### config.mk
export PLATFORM = sky130hd
export DESIGN_NAME = depth_to_time_trace_resampler
export DESIGN_NICKNAME = d
export VERILOG_FILES = /design/src/sv/dtr_pkg.sv /design/src/sv/dtr_div.sv /design/src/sv/dtr_muldiv.sv /design/src/sv/dtr_datapath.sv /design/src/sv/dtr_ctrl.sv /design/src/sv/depth_to_time_trace_resampler.sv
export SDC_FILE = /design/constraint.sdc
export NUM_CORES = 2
export LEC_CHECK = 0
export ABC_AREA = 1
export BUFFER_PORTS_ARGS = -buffer_cell sky130_fd_sc_hd__buf_2
export CAP_MARGIN = 20
export CORE_ASPECT_RATIO = 0.6
export CORE_UTILIZATION = 55
export CTS_CLUSTER_SIZE = 30
export DETAILED_ROUTE_END_ITERATION = 12
export GPL_TIMING_DRIVEN = 1
export MAX_ROUTING_LAYER = met4
export PLACE_DENSITY = 0.81
export SLEW_MARGIN = 20
export SYNTH_ARGS = -nofsm -noshare
export SYNTH_HDL_FRONTEND = slang
export SYNTH_SLANG_ARGS = --single-unit
### constraint.sdc
create_clock -name clk_i -period 17.03 [get_ports clk_i]
set_input_delay 1.703 -clock clk_i [delete_from_list [all_inputs] [get_ports clk_i]]
set_output_delay 1.703 -clock clk_i [all_outputs]
set_load 0.03 [all_outputs]
### src/sv/dtr_pkg.sv
// ----------------------------------------------------------------------------
// Depth-to-time trace resampler package
// Field widths, payload structs, register indexes and controller types.
// ----------------------------------------------------------------------------
`default_nettype none

package dtr_pkg;

  localparam int unsigned VEL_W         = 16;
  localparam int unsigned AMP_W         = 32;
  localparam int unsigned IDX_W         = 16;
  localparam int unsigned OUT_LEN_W     = 16;
  localparam int unsigned TSS_W         = 40;
  localparam int unsigned TIME_W        = 32;
  localparam int unsigned MAG_W         = AMP_W + 1;
  localparam int unsigned VEL_FRAC_BITS = 16;
  localparam int unsigned CFG_W         = 40;
  localparam int unsigned CFG_IDX_W     = 1;

  localparam logic [CFG_IDX_W-1:0] CFG_OUT_LEN         = 1'b0;
  localparam logic [CFG_IDX_W-1:0] CFG_TIME_STEP_SCALE = 1'b1;

  localparam logic [OUT_LEN_W-1:0] OUT_LEN_RST = 16'hFFFF;
  localparam logic [TSS_W-1:0]     TSS_RST     = 40'd1310720000;

  typedef struct packed {
    logic [VEL_W-1:0]        velocity;
    logic signed [AMP_W-1:0] amplitude;
    logic                    first_of_trace;
  } in_item_t;

  typedef struct packed {
    logic [IDX_W-1:0]        sample_index;
    logic signed [AMP_W-1:0] sample_value;
    logic                    last_of_burst;
    logic                    burst_truncated;
  } out_item_t;

  typedef enum logic [2:0] {
    S_IDLE,
    S_DIV,
    S_TIME,
    S_SETUP1,
    S_SETUP2,
    S_MD_FIRST,
    S_MD_STEP,
    S_EMIT
  } dtr_state_e;

  typedef struct packed {
    logic accept;
    logic time_load;
    logic setup1;
    logic setup2;
    logic md_start;
    logic md_step_sel;
    logic md_save_first;
    logic md_save_step;
    logic emit;
  } dtr_cmd_t;

  typedef struct packed {
    logic first;
    logic out_len_zero;
    logic div_done;
    logic none;
    logic md_done;
    logic last_out;
    logic out_free;
  } dtr_status_t;

endpackage

`default_nettype wire

### src/sv/dtr_div.sv
// ----------------------------------------------------------------------------
// Traveltime increment divider
// Restoring divide of the scaled step by the velocity, four quotient bits a
// cycle, result saturated to the time width.
// ----------------------------------------------------------------------------
`default_nettype none

module dtr_div #(
  parameter int unsigned NW = 40
) (
  input  logic                          clk_i,
  input  logic                          rst_ni,
  input  logic                          start_i,
  input  logic [NW-1:0]                 num_i,
  input  logic [dtr_pkg::VEL_W-1:0]     den_i,
  output logic                          done_o,
  output logic [dtr_pkg::TIME_W-1:0]    quo_o
);
  import dtr_pkg::*;

  localparam int unsigned BPC   = 4;
  localparam int unsigned NP    = ((NW + BPC - 1) / BPC) * BPC;
  localparam int unsigned STEPS = NP / BPC;
  localparam int unsigned CNTW  = $clog2(STEPS + 1);

  logic             busy_q;
  logic             done_q;
  logic [CNTW-1:0]  cnt_q;
  logic [NP-1:0]    nq_q, nq_w;
  logic [VEL_W-1:0] rem_q, rem_w;
  logic [VEL_W-1:0] den_q;
  logic [VEL_W:0]   trial;

  // shift dividend bits out of the top, quotient bits into the bottom
  always_comb begin
    nq_w  = nq_q;
    rem_w = rem_q;
    trial = '0;
    for (int i = 0; i < BPC; i++) begin
      trial = {rem_w, nq_w[NP-1]};
      nq_w  = {nq_w[NP-2:0], 1'b0};
      if (trial >= {1'b0, den_q}) begin
        trial    = trial - {1'b0, den_q};
        nq_w[0]  = 1'b1;
      end
      rem_w = trial[VEL_W-1:0];
    end
  end

  always_ff @(posedge clk_i or negedge rst_ni) begin
    if (!rst_ni) begin
      busy_q <= 1'b0;
      done_q <= 1'b0;
      cnt_q  <= '0;
    end else begin
      done_q <= 1'b0;
      if (start_i) begin
        busy_q <= 1'b1;
        cnt_q  <= CNTW'(STEPS);
      end else if (busy_q) begin
        cnt_q <= cnt_q - CNTW'(1);
        if (cnt_q == CNTW'(1)) begin
          busy_q <= 1'b0;
          done_q <= 1'b1;
        end
      end
    end
  end

  always_ff @(posedge clk_i) begin
    if (start_i) begin
      nq_q  <= NP'(num_i);
      rem_q <= '0;
      den_q <= den_i;
    end else if (busy_q) begin
      nq_q  <= nq_w;
      rem_q <= rem_w;
    end
  end

  assign done_o = done_q;
  assign quo_o  = ((nq_q >> TIME_W) != '0) ? '1 : nq_q[TIME_W-1:0];

endmodule

`default_nettype wire

### src/sv/dtr_muldiv.sv
// ----------------------------------------------------------------------------
// Serial multiply-divide
// Computes floor(a * b / d) and its remainder, two multiplier bits a cycle,
// with b no larger than d.
// ----------------------------------------------------------------------------
`default_nettype none

module dtr_muldiv #(
  parameter int unsigned BW = 17
) (
  input  logic                          clk_i,
  input  logic                          rst_ni,
  input  logic                          start_i,
  input  logic [dtr_pkg::MAG_W-1:0]     a_i,
  input  logic [BW-1:0]                 b_i,
  input  logic [dtr_pkg::TIME_W-1:0]    d_i,
  output logic                          done_o,
  output logic [dtr_pkg::MAG_W-1:0]     q_o,
  output logic [dtr_pkg::TIME_W-1:0]    r_o
);
  import dtr_pkg::*;

  localparam int unsigned BPC   = 2;
  localparam int unsigned AP    = ((MAG_W + BPC - 1) / BPC) * BPC;
  localparam int unsigned STEPS = AP / BPC;
  localparam int unsigned CNTW  = $clog2(STEPS + 1);
  localparam int unsigned TW    = TIME_W + 2;

  logic              busy_q;
  logic              done_q;
  logic [CNTW-1:0]   cnt_q;
  logic [AP-1:0]     a_q, a_w;
  logic [AP-1:0]     q_q, q_w;
  logic [TIME_W-1:0] r_q, r_w;
  logic [BW-1:0]     b_q;
  logic [TIME_W-1:0] d_q;
  logic [TW-1:0]     acc;
  logic [1:0]        qinc;

  // remainder stays below d, so 2r + b is below 3d: at most two subtracts
  always_comb begin
    a_w  = a_q;
    q_w  = q_q;
    r_w  = r_q;
    acc  = '0;
    qinc = '0;
    for (int i = 0; i < BPC; i++) begin
      acc  = {1'b0, r_w, 1'b0} + (a_w[AP-1] ? TW'(b_q) : '0);
      qinc = 2'd0;
      if (acc >= TW'(d_q)) begin
        acc  = acc - TW'(d_q);
        qinc = 2'd1;
      end
      if (acc >= TW'(d_q)) begin
        acc  = acc - TW'(d_q);
        qinc = qinc + 2'd1;
      end
      r_w = acc[TIME_W-1:0];
      q_w = {q_w[AP-2:0], 1'b0} + AP'(qinc);
      a_w = {a_w[AP-2:0], 1'b0};
    end
  end

  always_ff @(posedge clk_i or negedge rst_ni) begin
    if (!rst_ni) begin
      busy_q <= 1'b0;
      done_q <= 1'b0;
      cnt_q  <= '0;
    end else begin
      done_q <= 1'b0;
      if (start_i) begin
        busy_q <= 1'b1;
        cnt_q  <= CNTW'(STEPS);
      end else if (busy_q) begin
        cnt_q <= cnt_q - CNTW'(1);
        if (cnt_q == CNTW'(1)) begin
          busy_q <= 1'b0;
          done_q <= 1'b1;
        end
      end
    end
  end

  always_ff @(posedge clk_i) begin
    if (start_i) begin
      a_q <= AP'(a_i);
      b_q <= b_i;
      d_q <= d_i;
      q_q <= '0;
      r_q <= '0;
    end else if (busy_q) begin
      a_q <= a_w;
      q_q <= q_w;
      r_q <= r_w;
    end
  end

  assign done_o = done_q;
  assign q_o    = q_q[MAG_W-1:0];
  assign r_o    = r_q;

endmodule

`default_nettype wire

### src/sv/dtr_datapath.sv
// ----------------------------------------------------------------------------
// Resampler datapath
// Configuration registers, trace state, burst setup, interpolation stepping
// and the output register.
// ----------------------------------------------------------------------------
`default_nettype none

module dtr_datapath #(
  parameter int unsigned MAX_BURST      = 64,
  parameter int unsigned TIME_FRAC_BITS = 16
) (
  input  logic                              clk_i,
  input  logic                              rst_ni,
  input  logic                              cfg_we_i,
  input  logic [dtr_pkg::CFG_IDX_W-1:0]     cfg_idx_i,
  input  logic [dtr_pkg::CFG_W-1:0]         cfg_wdata_i,
  input  dtr_pkg::in_item_t                 in_data_i,
  input  dtr_pkg::dtr_cmd_t                 cmd_i,
  output dtr_pkg::dtr_status_t              status_o,
  output logic                              out_valid_o,
  input  logic                              out_stall_i,
  output dtr_pkg::out_item_t                out_data_o
);
  import dtr_pkg::*;

  localparam int unsigned TFB  = TIME_FRAC_BITS;
  localparam int unsigned NW   = TSS_W + TFB - VEL_FRAC_BITS;
  localparam int unsigned KW   = TIME_W - TFB;
  localparam int unsigned CMPW = KW + IDX_W;
  localparam int unsigned CW   = $clog2(MAX_BURST + 1);

  // configuration and trace state
  logic [OUT_LEN_W-1:0]    out_len_q;
  logic [TSS_W-1:0]        tss_q;
  logic [TIME_W-1:0]       trace_time_q;
  logic signed [AMP_W-1:0] prev_amp_q;

  // per-item working registers
  logic [TIME_W-1:0]       t0_q, t1_q, span_q;
  logic signed [AMP_W-1:0] amp_q, y0_q;
  logic [IDX_W-1:0]        last_idx_q, j_q;
  logic [MAG_W-1:0]        mag_q;
  logic                    neg_q;
  logic [TFB:0]            frac0_q;
  logic [CW-1:0]           cnt_q;
  logic                    trunc_q;
  logic [MAG_W-1:0]        q_q, qs_q;
  logic [TIME_W-1:0]       rem_q, rs_q;
  logic                    out_valid_q;
  out_item_t               out_data_q;

  // divider and multiply-divide hookup
  logic [TSS_W+TFB-1:0]    tss_ext;
  logic [NW-1:0]           div_num;
  logic [VEL_W-1:0]        div_den;
  logic                    div_start, div_done;
  logic [TIME_W-1:0]       delta;
  logic [TFB:0]            frac_one;
  logic                    md_done;
  logic [MAG_W-1:0]        md_q;
  logic [TIME_W-1:0]       md_r;

  // combinational helpers
  logic [TIME_W:0]         t_sum;
  logic [TIME_W-1:0]       t1_sat;
  logic [OUT_LEN_W-1:0]    out_len_m1;
  logic [CMPW-1:0]         k2_ext, lim_ext, k1_ext, li_ext;
  logic [MAG_W-1:0]        diff;
  logic [IDX_W-1:0]        k1_idx, raw_cnt;
  logic                    covers;
  logic [MAG_W:0]          val_ext;
  logic [TIME_W:0]         rem_sum;
  logic                    rem_carry;

  assign tss_ext   = {tss_q, {TFB{1'b0}}};
  assign div_num   = tss_ext[TSS_W+TFB-1:VEL_FRAC_BITS];
  assign div_den   = (in_data_i.velocity == '0) ? VEL_W'(1) : in_data_i.velocity;
  assign div_start = cmd_i.accept && !in_data_i.first_of_trace;
  assign frac_one  = {1'b1, {TFB{1'b0}}};

  dtr_div #(
    .NW(NW)
  ) u_div (
    .clk_i   (clk_i),
    .rst_ni  (rst_ni),
    .start_i (div_start),
    .num_i   (div_num),
    .den_i   (div_den),
    .done_o  (div_done),
    .quo_o   (delta)
  );

  dtr_muldiv #(
    .BW(TFB + 1)
  ) u_muldiv (
    .clk_i   (clk_i),
    .rst_ni  (rst_ni),
    .start_i (cmd_i.md_start),
    .a_i     (mag_q),
    .b_i     (cmd_i.md_step_sel ? frac_one : frac0_q),
    .d_i     (span_q),
    .done_o  (md_done),
    .q_o     (md_q),
    .r_o     (md_r)
  );

  // saturating time update
  assign t_sum  = {1'b0, t0_q} + {1'b0, delta};
  assign t1_sat = t_sum[TIME_W] ? '1 : t_sum[TIME_W-1:0];

  // last grid index within range
  assign out_len_m1 = out_len_q - OUT_LEN_W'(1);
  assign k2_ext     = CMPW'(t1_q[TIME_W-1:TFB]);
  assign lim_ext    = CMPW'(out_len_m1);
  assign diff       = {amp_q[AMP_W-1], amp_q} - {y0_q[AMP_W-1], y0_q};

  // burst length
  assign k1_ext  = CMPW'(t0_q[TIME_W-1:TFB]);
  assign li_ext  = CMPW'(last_idx_q);
  assign covers  = k1_ext < li_ext;
  assign k1_idx  = k1_ext[IDX_W-1:0];
  assign raw_cnt = last_idx_q - k1_idx;

  // interpolated value and next quotient step
  assign val_ext   = neg_q ? ({y0_q[AMP_W-1], y0_q[AMP_W-1], y0_q} - {1'b0, q_q})
                           : ({y0_q[AMP_W-1], y0_q[AMP_W-1], y0_q} + {1'b0, q_q});
  assign rem_sum   = {1'b0, rem_q} + {1'b0, rs_q};
  assign rem_carry = rem_sum >= {1'b0, span_q};

  always_ff @(posedge clk_i or negedge rst_ni) begin
    if (!rst_ni) begin
      out_len_q    <= OUT_LEN_RST;
      tss_q        <= TSS_RST;
      trace_time_q <= '0;
      prev_amp_q   <= '0;
      out_valid_q  <= 1'b0;
    end else begin
      if (cfg_we_i) begin
        case (cfg_idx_i)
          CFG_OUT_LEN:         out_len_q <= cfg_wdata_i[OUT_LEN_W-1:0];
          CFG_TIME_STEP_SCALE: tss_q     <= cfg_wdata_i[TSS_W-1:0];
          default: ;
        endcase
      end
      if (cmd_i.accept) begin
        prev_amp_q <= in_data_i.amplitude;
        if (in_data_i.first_of_trace) begin
          trace_time_q <= '0;
        end
      end
      if (cmd_i.time_load) begin
        trace_time_q <= t1_sat;
      end
      if (cmd_i.emit) begin
        out_valid_q <= 1'b1;
      end else if (!out_stall_i) begin
        out_valid_q <= 1'b0;
      end
    end
  end

  always_ff @(posedge clk_i) begin
    if (cmd_i.accept) begin
      t0_q  <= trace_time_q;
      amp_q <= in_data_i.amplitude;
      if (in_data_i.first_of_trace) begin
        // single result at index zero carrying the sample itself
        y0_q    <= in_data_i.amplitude;
        q_q     <= '0;
        neg_q   <= 1'b0;
        j_q     <= '0;
        cnt_q   <= CW'(1);
        trunc_q <= 1'b0;
      end else begin
        y0_q <= prev_amp_q;
      end
    end
    if (cmd_i.time_load) begin
      t1_q <= t1_sat;
    end
    if (cmd_i.setup1) begin
      last_idx_q <= (k2_ext < lim_ext) ? k2_ext[IDX_W-1:0] : out_len_m1;
      neg_q      <= diff[MAG_W-1];
      mag_q      <= diff[MAG_W-1] ? (~diff + MAG_W'(1)) : diff;
      span_q     <= t1_q - t0_q;
      frac0_q    <= frac_one - {1'b0, t0_q[TFB-1:0]};
    end
    if (cmd_i.setup2) begin
      j_q <= k1_idx + IDX_W'(1);
      if (raw_cnt > IDX_W'(MAX_BURST)) begin
        cnt_q   <= CW'(MAX_BURST);
        trunc_q <= 1'b1;
      end else begin
        cnt_q   <= raw_cnt[CW-1:0];
        trunc_q <= 1'b0;
      end
    end
    if (cmd_i.md_save_first) begin
      q_q   <= md_q;
      rem_q <= md_r;
    end
    if (cmd_i.md_save_step) begin
      qs_q <= md_q;
      rs_q <= md_r;
    end
    if (cmd_i.emit) begin
      out_data_q.sample_index    <= j_q;
      out_data_q.sample_value    <= $signed(val_ext[AMP_W-1:0]);
      out_data_q.last_of_burst   <= (cnt_q == CW'(1));
      out_data_q.burst_truncated <= trunc_q;
      // advance one grid index: add the per-index quotient and carry
      j_q   <= j_q + IDX_W'(1);
      cnt_q <= cnt_q - CW'(1);
      q_q   <= q_q + qs_q + MAG_W'(rem_carry);
      rem_q <= rem_carry ? (rem_sum[TIME_W-1:0] - span_q) : rem_sum[TIME_W-1:0];
    end
  end

  assign status_o.first        = in_data_i.first_of_trace;
  assign status_o.out_len_zero = (out_len_q == '0);
  assign status_o.div_done     = div_done;
  assign status_o.none         = (out_len_q == '0) || !covers;
  assign status_o.md_done      = md_done;
  assign status_o.last_out     = (cnt_q == CW'(1));
  assign status_o.out_free     = !out_valid_q || !out_stall_i;

  assign out_valid_o = out_valid_q;
  assign out_data_o  = out_data_q;

endmodule

`default_nettype wire

### src/sv/dtr_ctrl.sv
// ----------------------------------------------------------------------------
// Resampler controller
// Sequences accept, divide, burst setup, the two multiply-divides and the
// result burst.
// ----------------------------------------------------------------------------
`default_nettype none

module dtr_ctrl (
  input  logic                  clk_i,
  input  logic                  rst_ni,
  input  logic                  in_valid_i,
  output logic                  in_stall_o,
  input  dtr_pkg::dtr_status_t  status_i,
  output dtr_pkg::dtr_cmd_t     cmd_o
);
  import dtr_pkg::*;

  dtr_state_e state_q, state_d;

  always_ff @(posedge clk_i or negedge rst_ni) begin
    if (!rst_ni) begin
      state_q <= S_IDLE;
    end else begin
      state_q <= state_d;
    end
  end

  always_comb begin
    state_d = state_q;
    case (state_q)
      S_IDLE: begin
        if (in_valid_i) begin
          if (status_i.first) begin
            state_d = status_i.out_len_zero ? S_IDLE : S_EMIT;
          end else begin
            state_d = S_DIV;
          end
        end
      end
      S_DIV: begin
        if (status_i.div_done) begin
          state_d = S_TIME;
        end
      end
      S_TIME:   state_d = S_SETUP1;
      S_SETUP1: state_d = S_SETUP2;
      S_SETUP2: state_d = status_i.none ? S_IDLE : S_MD_FIRST;
      S_MD_FIRST: begin
        if (status_i.md_done) begin
          state_d = S_MD_STEP;
        end
      end
      S_MD_STEP: begin
        if (status_i.md_done) begin
          state_d = S_EMIT;
        end
      end
      S_EMIT: begin
        if (status_i.out_free && status_i.last_out) begin
          state_d = S_IDLE;
        end
      end
      default: state_d = S_IDLE;
    endcase
  end

  always_comb begin
    cmd_o = '0;
    case (state_q)
      S_IDLE:   cmd_o.accept    = in_valid_i;
      S_DIV:    ;
      S_TIME:   cmd_o.time_load = 1'b1;
      S_SETUP1: cmd_o.setup1    = 1'b1;
      S_SETUP2: begin
        cmd_o.setup2   = 1'b1;
        cmd_o.md_start = !status_i.none;
      end
      S_MD_FIRST: begin
        // keep the first quotient, then start the per-index step
        if (status_i.md_done) begin
          cmd_o.md_save_first = 1'b1;
          cmd_o.md_start      = 1'b1;
          cmd_o.md_step_sel   = 1'b1;
        end
      end
      S_MD_STEP: cmd_o.md_save_step = status_i.md_done;
      S_EMIT:    cmd_o.emit         = status_i.out_free;
      default: ;
    endcase
  end

  assign in_stall_o = (state_q != S_IDLE);

endmodule

`default_nettype wire

### src/sv/depth_to_time_trace_resampler.sv
// ----------------------------------------------------------------------------
// Depth-to-time trace resampler
// Converts depth samples of a trace to a uniform two-way time grid by linear
// interpolation.
// ----------------------------------------------------------------------------
// Input channel: one depth sample (velocity, amplitude, first_of_trace) per
// transaction, taken when in_valid_i is high and in_stall_o is low.
// Output channel: zero or more grid samples per input transaction, the last
// one flagged with last_of_burst, each held in an output register until the
// receiver drops out_stall_i.
// A first-of-trace sample gives one result, index 0 with its own amplitude,
// or none while out_len is zero. Any other sample goes through the divider
// (4 quotient bits a cycle), the time update, burst setup and two runs of the
// shared multiply-divide unit before its first result, then gives one result
// per cycle while the receiver does not stall.
// The block takes one sample at a time; it accepts the next sample while the
// final result of the previous one still waits in the output register.
// A stalled receiver holds the output register and pauses the burst.
// Reset clears trace time and previous amplitude to zero and loads the
// register defaults (out_len 65535, time_step_scale 20000.0).
// ----------------------------------------------------------------------------
`default_nettype none

module depth_to_time_trace_resampler #(
  parameter int unsigned MAX_BURST      = 64,
  parameter int unsigned TIME_FRAC_BITS = 16
) (
  input  logic                           clk_i,
  input  logic                           rst_ni,
  input  logic                           cfg_we_i,
  input  logic [dtr_pkg::CFG_IDX_W-1:0]  cfg_idx_i,
  input  logic [dtr_pkg::CFG_W-1:0]      cfg_wdata_i,
  input  logic                           in_valid_i,
  output logic                           in_stall_o,
  input  dtr_pkg::in_item_t              in_data_i,
  output logic                           out_valid_o,
  input  logic                           out_stall_i,
  output dtr_pkg::out_item_t             out_data_o
);
  import dtr_pkg::*;

  dtr_cmd_t    cmd;
  dtr_status_t status;

  dtr_ctrl u_ctrl (
    .clk_i      (clk_i),
    .rst_ni     (rst_ni),
    .in_valid_i (in_valid_i),
    .in_stall_o (in_stall_o),
    .status_i   (status),
    .cmd_o      (cmd)
  );

  dtr_datapath #(
    .MAX_BURST      (MAX_BURST),
    .TIME_FRAC_BITS (TIME_FRAC_BITS)
  ) u_dp (
    .clk_i       (clk_i),
    .rst_ni      (rst_ni),
    .cfg_we_i    (cfg_we_i),
    .cfg_idx_i   (cfg_idx_i),
    .cfg_wdata_i (cfg_wdata_i),
    .in_data_i   (in_data_i),
    .cmd_i       (cmd),
    .status_o    (status),
    .out_valid_o (out_valid_o),
    .out_stall_i (out_stall_i),
    .out_data_o  (out_data_o)
  );

endmodule

`default_nettype wire

==> impl_metrics.py <==
metrics = {
    "timing": {
        "fin_tns_setup_ns": 0,
        "fin_ws_ns": 1.12,
        "fmax_mhz": 62.8,
        "slew_violations": 0,
        "fin_worst_skew_ns": 0.0585,
        "min_period_ns": 15.91,
        "relSlewSlack": 0.225,
        "setup_viol": 0,
        "finalCritPeriodShare": 0.934,
        "hold_viol": 0,
        "worstMarginPinSlew_ns": 1.15,
    },
    "layout": {
        "multi_input_comb_area_um2": 31200,
        "final_cell_mix": "nand2_1, inv_1, edfxtp_1, a21oi_1, ha_1",
        "drive_above_1_share": 0.121,
        "final_common_cell": "nand2_1",
        "register_area_um2": 22100,
        "final.fill_count": 8588,
        "nets": 8210,
        "areaGrowthSynthToFinish_pct": 14.1,
        "stdcell_count": 9076,
    },
    "floorplan": {
        "die_w_um": 419,
        "core_um2": 103000,
        "start_util": 0.556,
        "rows": 91,
        "die_h_um": 252,
        "fp.dieArea_um2": 106000,
        "ioPinCount": 147,
    },
    "route": {
        "ant_nets": 0,
        "drtIter0Drc": 7664,
        "drt-total-wl_um": 204000,
        "drc": 0,
        "drt_first_pass_iters": 9,
        "via_count": 53500,
        "viasPerCell": 5.89,
        "wl_per_cell_um": 22.5,
    },
    "worst_setup_path": {
        "critPathKind": "flop to flop",
        "cpLargestDelayFamily": "simple AND/OR/NAND/NOR gates",
        "endpoint_kind": "flop",
        "cp_num_cells": 106,
        "path_buf_inv": 21,
        "critical_path.slowest_cell": "edfxtp_1",
        "arrival_ns": 16.52,
        "cp_max_fo": 7,
        "r2r_cells": 106,
        "crit_start": "u_dp.u_muldiv.b_q[5]$_SDFFCE_PP0P_",
        "cp_common_cell": "nand2_1",
        "critPathMaxStageDelay_ns": 0.44,
        "setup.worst_path.start_class": "flop",
        "r2r_start": "u_dp.u_muldiv.b_q[5]$_SDFFCE_PP0P_",
        "crit_required_ns": 17.64,
    },
    "yosys": {
        "synthSimpleGateAreaFrac": 0.197,
        "synthCells": 7100,
        "async_reset_ff_frac": 0.175,
        "synth_area_per_cell_um2": 8.07,
        "synth_adder_area_share": 0.115,
        "muxShareOfSynthArea": 0.00472,
        "seq_area_frac_synth": 0.386,
        "synth_top_family_by_area": "simple AND/OR/NAND/NOR gates",
        "yosysUniqueCellTypes": 70,
        "yosys_warnings": 0,
        "ys_ff_latch": 785,
        "yosys-top-cells-area": "edfxtp_1, nand2_1, ha_1",
        "synth_compound_area_frac": 0.137,
        "synth-xor-area-share": 0.0841,
        "syn_area_um2": 57300,
        "yosys_most_used_dff": "edfxtp_1",
        "synth.top_cell.area_share": 0.297,
        "synth_fp_nets": 7712,
        "synth_top_cell_by_area": "edfxtp_1",
        "synth_edf_count": 567,
    },
    "global_route": {
        "grt_usage": 0.392,
        "grt_max_degree": 83,
        "grt_pass1_wl_um": 302000,
        "grt-ovfl-total": 0,
        "antenna_found_initial": 16,
        "grt_pass1_vias": 48600,
    },
    "clock_network": {
        "clock_latency_ns": 0.72,
        "cts_tree": "built",
        "cts_buffer_depth": 3,
        "root_buffer": "clkbuf_16",
        "cts.clk_slew.worst_paths_ns": 0.08,
        "cts_inserted_buffers": 79,
        "cts.sinks": 785,
        "postCtsHoldBufs": 0,
        "h-tree-depth": 3,
    },
    "place": {
        "dpl.hpwl_um": 162000,
        "dpl_worst_slack_ns": 0.117,
        "globalplace.congestion": 1.08,
        "io_buffers": 146,
        "placedCellCount": 8906,
    },
    "job": {
        "drv_cap": 0,
    },
    "worst_hold_path": {
        "holdPathStages": 0,
        "worstHoldPathType": "flop to flop",
        "hold_path.startpoint": "u_dp.trunc_q$_SDFFCE_PN0P_",
    },
    "run_status": {
        "status": "completed",
    },
}
registers in the layout, summed over array words and instances, names as in the netlist, 33 cells and up:
name	cells
u_dp.u_muldiv.a_q	34
u_dp.mag_q	33
u_dp.u_div.nq_q	40
u_dp.out_data_o	50
u_dp.div_num	40
repair_timing:
action                     CTS  global route
setup buffers                0             5
gates cloned                 0             1
setup endpoints to repair    4            64
pin swaps                    0            12
resized for setup            1            76
worst paths after layout:
kind                                                      end  slack (ns)
max in group asynchronous   u_dp.trace_time_q[15]$_DFFE_PN0P_       14.49
max reg2reg                u_dp.u_muldiv.q_q[23]$_SDFFE_PP0P_        1.12
min                              u_dp.out_data_o[0]$_DFFE_PP_        0.44
max                        u_dp.u_muldiv.q_q[23]$_SDFFE_PP0P_        1.12
min reg2reg                      u_dp.out_data_o[0]$_DFFE_PP_        0.44
min in group asynchronous     u_dp.prev_amp_q[10]$_DFFE_PN0P_        1.09
worst reg2reg max path, delay by kind of cell, from the launching register on:
kind | cells | cell delay (ns)
buffers and inverters | 21 | 2.52
XOR/XNOR | 4 | 0.61
adder cells (fa/ha/maj) | 10 | 2.89
AO/OA/AOI/OAI | 21 | 3.58
flip-flops | 1 | 0.44
AND/OR/NAND/NOR | 50 | 5.71
kinds of logic after synthesis:
group | count (synthesis)
xor+xnor | 550
simple gates | 2697
fa+ha+maj | 517
compound gates | 1387
mux | 24
buf+inv | 1140
flops | 785
cells in the mapped netlist (30+ instances only):
library cell,instances
ha_1,498
o21ai_0,515
nor2_1,409
nor4_1,30
nand2_1,1665
xor2_1,336
a21oi_1,538
a22o_1,35
o21bai_1,32
edfxtp_1,567
dfrtp_1,116
a21o_1,36
nand4_1,76
xnor2_1,214
nand3_1,322
clkbuf_1,134
inv_1,962
dfxtp_1,81
nor3_1,100
cell type report:
type,count,area share
multi-input cells,5176,0.476
flip-flops and latches,785,0.338
repair buffers,585,0.0624
inverters,971,0.0559
clock buffers,99,0.0326
well taps,1395,0.0267
clock inverters,49,0.00756
diodes,16,0.000612
layer usage:
metal	GRT usage	vias up	wire, um
met3	0.137	309	30600
li1	-	24800	-
met1	0.594	25200	92700
met2	0.486	3198	75700
met4	0.0917	0	4860
met5	-	-	0
per-stage QoR:
stage	hold slack, ns	area (um2)	util
6_report	0.443	65400	0.635
5_1_grt	0.456	65400	0.635
4_1_cts	0.444	65100	0.631
3_5_place_dp	0.431	62400	0.606
3_3_place_gp	0.416	62400	0.606
2_1_floorplan	0.400	57300	-
Power is not shown: default switching activity piles up to over one toggle a cycle in this logic, so the estimate is an artifact.
